**config.mk**
```make
export PLATFORM = sky130hd
export DESIGN_NAME = wap_ctrl
export DESIGN_NICKNAME = d
export VERILOG_FILES = /design/src/hw/rtl/assert_macros.svh /design/src/hw/rtl/wap_pkg.sv /design/src/hw/rtl/wap_ctrl.sv
export SDC_FILE = /design/constraint.sdc
export NUM_CORES = 1
export LEC_CHECK = 0
export BUFFER_PORTS_ARGS = -buffer_cell sky130_fd_sc_hd__buf_4
export CAP_MARGIN = 20
export CELL_PAD_IN_SITES_DETAIL_PLACEMENT = 1
export CELL_PAD_IN_SITES_GLOBAL_PLACEMENT = 1
export CORE_UTILIZATION = 28
export CTS_BUF_LIST = sky130_fd_sc_hd__clkbuf_4 sky130_fd_sc_hd__clkbuf_8 sky130_fd_sc_hd__clkbuf_16
export DETAILED_ROUTE_END_ITERATION = 6
export PLACE_DENSITY_LB_ADDON = 0.1
export SETUP_SLACK_MARGIN = 0.3
export SLEW_MARGIN = 20
export SYNTH_ARGS = -nofsm -noshare
export SYNTH_HDL_FRONTEND = slang
export SYNTH_SLANG_ARGS = --single-unit
```
**constraint.sdc**
```tcl
create_clock -name clk -period 1.99 [get_ports clk]
set_input_delay 0.199 -clock clk [delete_from_list [all_inputs] [get_ports clk]]
set_output_delay 0.199 -clock clk [all_outputs]
set_load 0.005 [all_outputs]
```
**src/hw/rtl/assert_macros.svh**
```systemverilog
// Assertion macros shared by the RTL modules.
// They expect signals named clk and rst_n in the module that uses them.
`ifndef ASSERT_MACROS_SVH
`define ASSERT_MACROS_SVH

// Same-cycle implication.
`define CHK_SAME(lbl, ante, cons) \
    lbl: assert property (@(posedge clk) disable iff (!rst_n) (ante) |-> (cons)) \
        else $error("assertion failed");

// Next-cycle implication.
`define CHK_NEXT(lbl, ante, cons) \
    lbl: assert property (@(posedge clk) disable iff (!rst_n) (ante) |=> (cons)) \
        else $error("assertion failed");

`endif

```
**src/hw/rtl/wap_pkg.sv**
```systemverilog
package wap_pkg;

    localparam int CLASS_COUNT = 8;
    localparam int MAX_WINDOW  = 1024;

    localparam int C_IDX_W = (CLASS_COUNT > 1) ? $clog2(CLASS_COUNT) : 1;
    localparam int SLOT_W  = $clog2(MAX_WINDOW);
    localparam int CNT_W   = $clog2(MAX_WINDOW + 1);
    localparam int ADDR_W  = $clog2(CLASS_COUNT * MAX_WINDOW);
    localparam int SUM_W   = CNT_W + 32;
    localparam int DN_W    = CNT_W + 33;
    localparam int DD_W    = CNT_W + 16;
    localparam int WS_W    = 11;
    localparam int AP_W    = 17;

    localparam logic [WS_W-1:0] WS_RESET = 11'd1000;
    localparam logic [AP_W-1:0] AP_ONE   = 17'd65536;

    typedef struct packed {
        logic [2:0]         class_index;
        logic signed [31:0] score;
        logic               label;
        logic               end_of_batch;
    } in_item_t;

    typedef struct packed {
        logic [2:0]      result_class;
        logic [AP_W-1:0] average_precision;
        logic            last;
    } out_item_t;

    typedef enum logic [3:0] {
        S_IDLE,
        S_CLS,
        S_RDI,
        S_LATI,
        S_SWP,
        S_SWPL,
        S_DIVT,
        S_DIVW,
        S_NEXTI,
        S_FIN,
        S_FINW,
        S_OUT
    } state_t;

    typedef struct packed {
        logic store;
        logic cls_init;
        logic rd_i;
        logic lat_i;
        logic sw_issue;
        logic div_term;
        logic div_final;
        logic acc_term;
        logic ap_load;
        logic next_i;
        logic out_load;
        logic next_cls;
    } ctl_cmd_t;

    typedef struct packed {
        logic n_zero;
        logic lab_i;
        logic j_last;
        logic i_last;
        logic div_done;
        logic out_full;
        logic cls_last;
    } ctl_sts_t;

    // Ring slot wrap for a sum known to stay below twice the ring size.
    function automatic logic [SLOT_W-1:0] wrap_slot(input logic [CNT_W:0] v);
        logic [CNT_W:0] lim;
        lim = (CNT_W + 1)'(MAX_WINDOW);
        if (v >= lim)
        begin
            return SLOT_W'(v - lim);
        end
        return SLOT_W'(v);
    endfunction

    // Window size as used: zero acts as one, large values clamp.
    function automatic logic [CNT_W-1:0] eff_size(input logic [WS_W-1:0] ws);
        if (ws == '0)
        begin
            return CNT_W'(1);
        end
        if (int'(ws) > MAX_WINDOW)
        begin
            return CNT_W'(MAX_WINDOW);
        end
        return CNT_W'(ws);
    endfunction

endpackage

```
**src/hw/rtl/wap_ctrl.sv**
```systemverilog
module wap_ctrl import wap_pkg::*;
(
    input  logic     clk,
    input  logic     rst_n,
    input  logic     in_valid,
    input  logic     in_eob,
    input  ctl_sts_t sts,
    output logic     in_ready,
    output ctl_cmd_t cmd
);

    state_t state_reg;
    state_t state_next;

    always_ff @(posedge clk or negedge rst_n)
    begin
        if (!rst_n)
        begin
            state_reg <= S_IDLE;
        end
        else
        begin
            state_reg <= state_next;
        end
    end

    always_comb
    begin
        state_next = state_reg;
        cmd        = '0;
        in_ready   = 1'b0;
        unique case (state_reg)
            S_IDLE:
            begin
                in_ready  = 1'b1;
                cmd.store = in_valid;
                if (in_valid && in_eob)
                begin
                    state_next = S_CLS;
                end
            end
            S_CLS:
            begin
                cmd.cls_init = 1'b1;
                state_next   = sts.n_zero ? S_FIN : S_RDI;
            end
            S_RDI:
            begin
                cmd.rd_i   = 1'b1;
                state_next = S_LATI;
            end
            S_LATI:
            begin
                cmd.lat_i  = 1'b1;
                // Negative entries add no precision term.
                state_next = sts.lab_i ? S_SWP : S_NEXTI;
            end
            S_SWP:
            begin
                cmd.sw_issue = 1'b1;
                if (sts.j_last)
                begin
                    state_next = S_SWPL;
                end
            end
            S_SWPL:
            begin
                state_next = S_DIVT;
            end
            S_DIVT:
            begin
                cmd.div_term = 1'b1;
                state_next   = S_DIVW;
            end
            S_DIVW:
            begin
                if (sts.div_done)
                begin
                    cmd.acc_term = 1'b1;
                    state_next   = S_NEXTI;
                end
            end
            S_NEXTI:
            begin
                if (sts.i_last)
                begin
                    state_next = S_FIN;
                end
                else
                begin
                    cmd.next_i = 1'b1;
                    state_next = S_RDI;
                end
            end
            S_FIN:
            begin
                cmd.div_final = 1'b1;
                state_next    = S_FINW;
            end
            S_FINW:
            begin
                if (sts.div_done)
                begin
                    cmd.ap_load = 1'b1;
                    state_next  = S_OUT;
                end
            end
            S_OUT:
            begin
                if (!sts.out_full)
                begin
                    cmd.out_load = 1'b1;
                    if (sts.cls_last)
                    begin
                        state_next = S_IDLE;
                    end
                    else
                    begin
                        cmd.next_cls = 1'b1;
                        state_next   = S_CLS;
                    end
                end
            end
            default:
            begin
                state_next = S_IDLE;
            end
        endcase
    end

endmodule

```
==> flow_summary.json, run 1 <==
{
  "io_pins": 24,
  "dieArea_um2": 1726,
  "gp_congestion": 0.7688,
  "syn_avg_cell_area_um2": 7.683,
  "grt_pass1_wl_um": 2325,
  "insertion_delay_ps": 230,
  "hpwl_um": 1068,
  "power_density_nw_per_um2": 1367,
  "cts_sinks": 4,
  "criticalPathCategory": "flop to primary output",
  "seq_area_frac_synth_pct": 22.86,
  "multiInputGateArea_um2": 347.8,
  "leakagePower_nw": 0.3283,
  "grt_setup_unrepaired": "yes",
  "final_util_pct": 52.31,
  "grt_usage_pct": 17.84,
  "final_antenna_net_count": 0,
  "clock-skew-final_ps": 0.2105,
  "worstReg2RegStart": "state_reg[3]",
  "rrSetupSlack_ps": 350,
  "synthCells": 57,
  "cp-start-kind": "flop",
  "worstPathArrival_ps": 1460,
  "grt_overflow": 0,
  "synth_async_sr_flop_share_pct": 100.0,
  "status": "complete, no violations",
  "grt_max_degree": 12,
  "crit_path_end_kind": "primary output",
  "wl_per_cell_um": 15.34,
  "largest_reg_flops": 4,
  "antenna_found_initial": 0,
  "core_um2": 1383,
  "clk_pin_slew_ps": 40,
  "synthSimpleGateAreaFrac_pct": 43.43,
  "synth_top_family_by_area": "simple AND/OR/NAND/NOR gates",
  "setup_viol": 0,
  "start_util_pct": 31.67,
  "syn-cell-area_um2": 437.9,
  "period_needed_ps": 1661,
  "synth_ff_type": "dfrtp_1",
  "hold_violations": 0,
  "yosys_warnings": 0,
  "final-seq-area_um2": 105.1,
  "crit_fanout": 6,
  "clockBufferDepth": 2,
  "synth_fp_nets": 68,
  "tns_ps": 0,
  "slew_viol_final": 0,
  "firstDrtPassIters": 2,
  "die_h_um": 41.55,
  "synth_xor_area_share_pct": 0,
  "synth_fa_ha_area_share_pct": 0,
  "r2r-end": "state_reg[0]",
  "relSlewSlack_pct": 76.19,
  "grt_pass1_vias": 495,
  "syn2layout_area_growth_pct": 65.14,
  "maxCapViolCount": 0,
  "yosysUniqueCellTypes": 30,
  "root_buffer": "clkbuf_4",
  "synth_edf_count": 0,
  "synth.area.mux_share_pct": 4.857,
  "stdcell_count": 100,
  "placementRows": 13,
  "io_buffers": 23,
  "cts_buffers": 3,
  "drive_gt1_share_pct": 52.94,
  "drt_iter0_drc": 3,
  "ys_ff_latch": 4,
  "fp.dieW_um": 41.55,
  "drc": 0,
  "ir_drop_mv": 0.6664,
  "cts_tree": "done",
  "diodes": 0,
  "wirelength_um": 1534,
  "vias_per_cell": 5.500,
  "vias": 550,
  "cts_htree_levels": 1,
  "nFillCells": 184,
  "period_share_pct": 83.45,
  "hold_path.class": "input port to asynchronous set/reset pin",
  "dpl.cell_count": 95,
  "fin_nets": 98,
  "synth-compound-area-share_pct": 22.00,
  "tightest_slew_ps": 352.1,
  "fmax_mhz": 602.1,
  "required_ps": 1790,
  "rr_worst_depth": 5
}
critical path, stage by stage, from the launching register on:
cell	delay [ps]
dfrtp_2	430
buf_2	180
nor4_2	320
and2_1	180
buf_4	100
how the worst max path moves through the flow:
| stage | startpoint | end | slack [ps] | cells after the start |
|---|---|---|---|---|
| finish | state_reg[3] | cmd[11] | 330 | 4 |
| global route | state_reg[3] | cmd[11] | 240 | 4 |
| floorplan | state_reg[3] | state_reg[0] | 450 | 4 |
| detailed placement | state_reg[3] | state_reg[0] | 270 | 4 |
| global placement | state_reg[3] | state_reg[0] | 330 | 4 |
| CTS | state_reg[3] | state_reg[0] | 320 | 4 |
per-stage QoR:
stage	total power, mW	hold WS (ps)	area, µm²	setup WS, ps
finish	0.9884	292.7	723.2	329.3
global route	1.065	286.9	723.2	240.7
CTS	0.9551	288.2	703.2	316.4
detailed placement	0.8027	-3.972	640.6	269.0
global placement	0.7999	-3.534	640.6	325.9
floorplan	0.5684	-96.59	437.9	446.3
cell families after synthesis:
kind of cell    after synthesis
simple gates                 33
compound gates               11
buf+inv                       7
flops                         4
mux                           2
what timing repair did:
item,4_1_cts,5_1_grt
pin swaps,0,1
hold buffers,1,0
endpoints found under the hold margin,4,0
setup endpoints to repair,3,8
gates cloned,0,0
resized for setup,7,4
setup buffers,0,1
where the power goes:
group	internal (mW)	leakage, nW	total, mW	switching (mW)
Combinational	0.343	0.270	0.667	0.324
Clock	0.0673	0.0138	0.0988	0.0315
Sequential	0.130	0.0444	0.223	0.0927
routing by layer:
metal / wire length, µm / vias to the layer above / track usage (%)
met2: 738 / 16 / 26.56
met4: 27 / 0 / 13.55
met1: 722 / 260 / 22.93
met5: 0 / - / 0
met3: 46 / 2 / 2.609
li1: - / 272 / -
cells in the mapped netlist, drive strengths merged (2+ instances only):
cell,number,area [µm²]
inv,3,11.26
o21ai,2,10.01
nand2,5,18.77
nor2,4,15.01
dfrtp,4,100.1
o32a,2,20.02
buf,3,15.01
nor3,7,35.03
nor4,3,18.77
nand2b,5,31.28
layout make-up:
cell class,instances,area share [%]
clock buffers,3,3.114
inverters,3,1.557
repair buffers,29,30.10
flip-flops and latches,4,14.53
well taps,15,2.595
multi-input cells,46,48.10
layout by cell type (no fill, tap or decap), types with 2 or more instances in the layout:
master / netlist / routed
buf_4: 0 / 27
nor3_1: 7 / 7
nand2_1: 5 / 5
nor2_1: 4 / 4
dfrtp_2: 0 / 4
nand2b_1: 5 / 3
clkbuf_4: 0 / 3
nand2b_4: 0 / 2
nor4_2: 0 / 2
inv_1: 2 / 2
o32a_1: 2 / 2
o21ai_0: 2 / 2
(Power assumes the default switching activity.)
==> inputs of run 2 (changes only) <==
Settings changed: ABC_AREA from default to 1, CORE_UTILIZATION 28 to 26.
Clock period 1.99 ns to 1.7 ns, I/O delays scaled along.
==> run 2 against run 1 <==
The flow now finishes with violations (design-rule violations). Non-clock buffer count increased by 5. Routed wire length is 28% higher. Via count increased by 25%. Total power rose by 45%. Core utilization increased by 0.23 points.
==> flow_summary.json, run 2 <==
{
  "period_needed_ps": 1454,
  "leakagePower_nw": 0.4585,
  "firstDrtPassIters": 6,
  "start_util_pct": 28.81,
  "synthSimpleGateAreaFrac_pct": 60.61,
  "grt_pass1_vias": 606,
  "slowest_stage": "dfrtp_2",
  "r2r-end": "state_reg[0]",
  "stdcell_count": 135,
  "clock-skew-final_ps": 5.803,
  "setup_viol": 0,
  "drive_gt1_share_pct": 54.62,
  "tightest_slew_ps": 219.2,
  "synth.area.mux_share_pct": 0,
  "clockBufferDepth": 2,
  "maxCapViolCount": 0,
  "met1_usage_pct": 24.30,
  "worstPathArrival_ps": 1280,
  "root_buffer": "clkbuf_4",
  "clk_pin_slew_ps": 30,
  "grt_usage_pct": 18.97,
  "place_ws_ps": 376.9,
  "synth_edf_count": 0,
  "vias": 688,
  "required_ps": 1530,
  "dpl.cell_count": 121,
  "power_density_nw_per_um2": 1728,
  "cts_tree": "done",
  "synthCells": 82,
  "core_um2": 1577,
  "grt_busiest_layer": "met2",
  "crit_fanout": 6,
  "fin_nets": 132,
  "final_antenna_net_count": 0,
  "wl_per_cell_um": 14.60,
  "ys_ff_latch": 4,
  "crit_path_end_kind": "primary output",
  "status": "finished, violations left",
  "seq_area_frac_synth_pct": 22.04,
  "use_met3_pct": 2.917,
  "final_common_cell": "buf_4",
  "antenna_found_initial": 0,
  "fmax_mhz": 687.9,
  "ir_drop_mv": 0.6070,
  "yosys_warnings": 0,
  "yosys-top-cells-count": "nand2_1, nor2_1, inv_1",
  "whs_endpoint": "state_reg[2]",
  "worstReg2RegStart": "state_reg[2]",
  "syn2layout_area_growth_pct": 82.37,
  "synth_ff_type": "dfrtp_1",
  "gp_congestion": 0.7767,
  "synth.most_common_cell": "nand2_1",
  "min_from": "sts[5]",
  "criticalPathCategory": "flop to primary output",
  "yosysTopAreaCell": "dfrtp_1",
  "hold_path.class": "input port to flop",
  "vias_per_cell": 5.096,
  "cpPeakStageDelay_ps": 460,
  "yosysUniqueCellTypes": 15,
  "diodes": 0,
  "hold_violations": 0,
  "setup_ws_ps": 246.2,
  "io_pins": 24,
  "relSlewSlack_pct": 85.23,
  "hpwl_um": 1280,
  "largest_reg_flops": 4,
  "synth_top_area_share_pct": 22.04,
  "fp.dieW_um": 43.80,
  "total_power_mw": 1.431,
  "tns_ps": 0,
  "grt_max_degree": 7,
  "drt_iter0_drc": 8,
  "syn-cell-area_um2": 454.2,
  "grt_setup_unrepaired": "yes",
  "whs_ps": 275.1,
  "insertion_delay_ps": 230,
  "dieArea_um2": 1918,
  "synth_async_sr_flop_share_pct": 100.0,
  "synth_top_family_by_area": "simple AND/OR/NAND/NOR gates",
  "grt_overflow": 0,
  "wirelength_um": 1971,
  "globalRouteMet2Util_pct": 31.64,
  "rr_worst_depth": 9,
  "drc": 2,
  "slew_viol_final": 0,
  "placementRows": 14,
  "synth_xor_area_share_pct": 0,
  "most-common-layout-cells": "buf_4, nand2_1, nor2_1",
  "grt_pass1_wl_um": 2684,
  "synth-compound-area-share_pct": 6.612,
  "cts_sinks": 4,
  "cp-start-kind": "flop",
  "period_share_pct": 85.52,
  "failed_checks": "design-rule violations",
  "cts_htree_levels": 1,
  "min_path_cells": 5,
  "cts_buffers": 3,
  "rrSetupSlack_ps": 290,
  "io_buffers": 23,
  "synth_fa_ha_area_share_pct": 0,
  "synth_area_leaders": "dfrtp_1, nand2_1, nor2_1",
  "crit_chain": "nor2_4 -> nand2_2 -> nor3_2 -> buf_4",
  "syn_avg_cell_area_um2": 5.539,
  "synth_fp_nets": 93,
  "die_h_um": 43.80
}
-- run 2: layout make-up --
| type | instances | area, µm² |
|---|---|---|
| sequential | 4 | 105.1 |
| inverter | 13 | 53.80 |
| timing repair buffer | 34 | 261.5 |
| multi-input combinational | 65 | 365.4 |
| tap | 16 | 20.02 |
| fill | 212 | 748.2 |
| clock buffer | 3 | 22.52 |
-- run 2: per-layer routing --
metal  routed length (µm)  vias to the layer above
li1                     -                      336
met1                  820                      335
met2                 1092                       17
met3                   58                        0
met4                    0                        0
met5                    0                        -
-- run 2: report_power, final --
part           switching (mW)  internal (mW)
sequential              0.115          0.154
clock                  0.0383         0.0789
combinational           0.592          0.453
-- run 2: worst max-delay path by stage --
stage                      start      endpoint  cells after the start
floorplan           state_reg[1]  state_reg[1]                      6
global placement    state_reg[3]       cmd[10]                      4
detailed placement  state_reg[1]  state_reg[0]                      6
CTS                 state_reg[1]        cmd[7]                      4
global route        state_reg[3]        cmd[0]                      5
finish              state_reg[2]        cmd[0]                      4
-- run 2: timing repair --
item                       4_1_cts  5_1_grt
resized for setup               14       13
pin swaps                        1        4
hold buffers                     1        0
setup buffers                    5        5
hold endpoints to repair         4        0
setup endpoints to repair       13       16
-- run 2: cells by family (layout without fill, tap and decap cells) --
| kind of cell | count (synthesis) | in the layout |
|---|---|---|
| flip-flops | 4 | 4 |
| AO/OA/AOI/OAI | 6 | 6 |
| buffers and inverters | 13 | 50 |
| AND/OR/NAND/NOR | 59 | 59 |
-- run 2: per-stage QoR --
| step | utilization [%] | cell area, µm² |
|---|---|---|
| after floorplan | - | 454.2 |
| final | 52.54 | 828.3 |
| after CTS | 47.70 | 752.0 |
| after detailed placement | 41.03 | 646.9 |
| after global routing | 52.54 | 828.3 |
| after global placement | 41.03 | 646.9 |
-- run 2: critical path, delay by kind of cell (launching register included) --
family,cells,cell delay (ps)
DFF,1,460
and+or+nand+nor,3,460
buffers and inverters,1,130
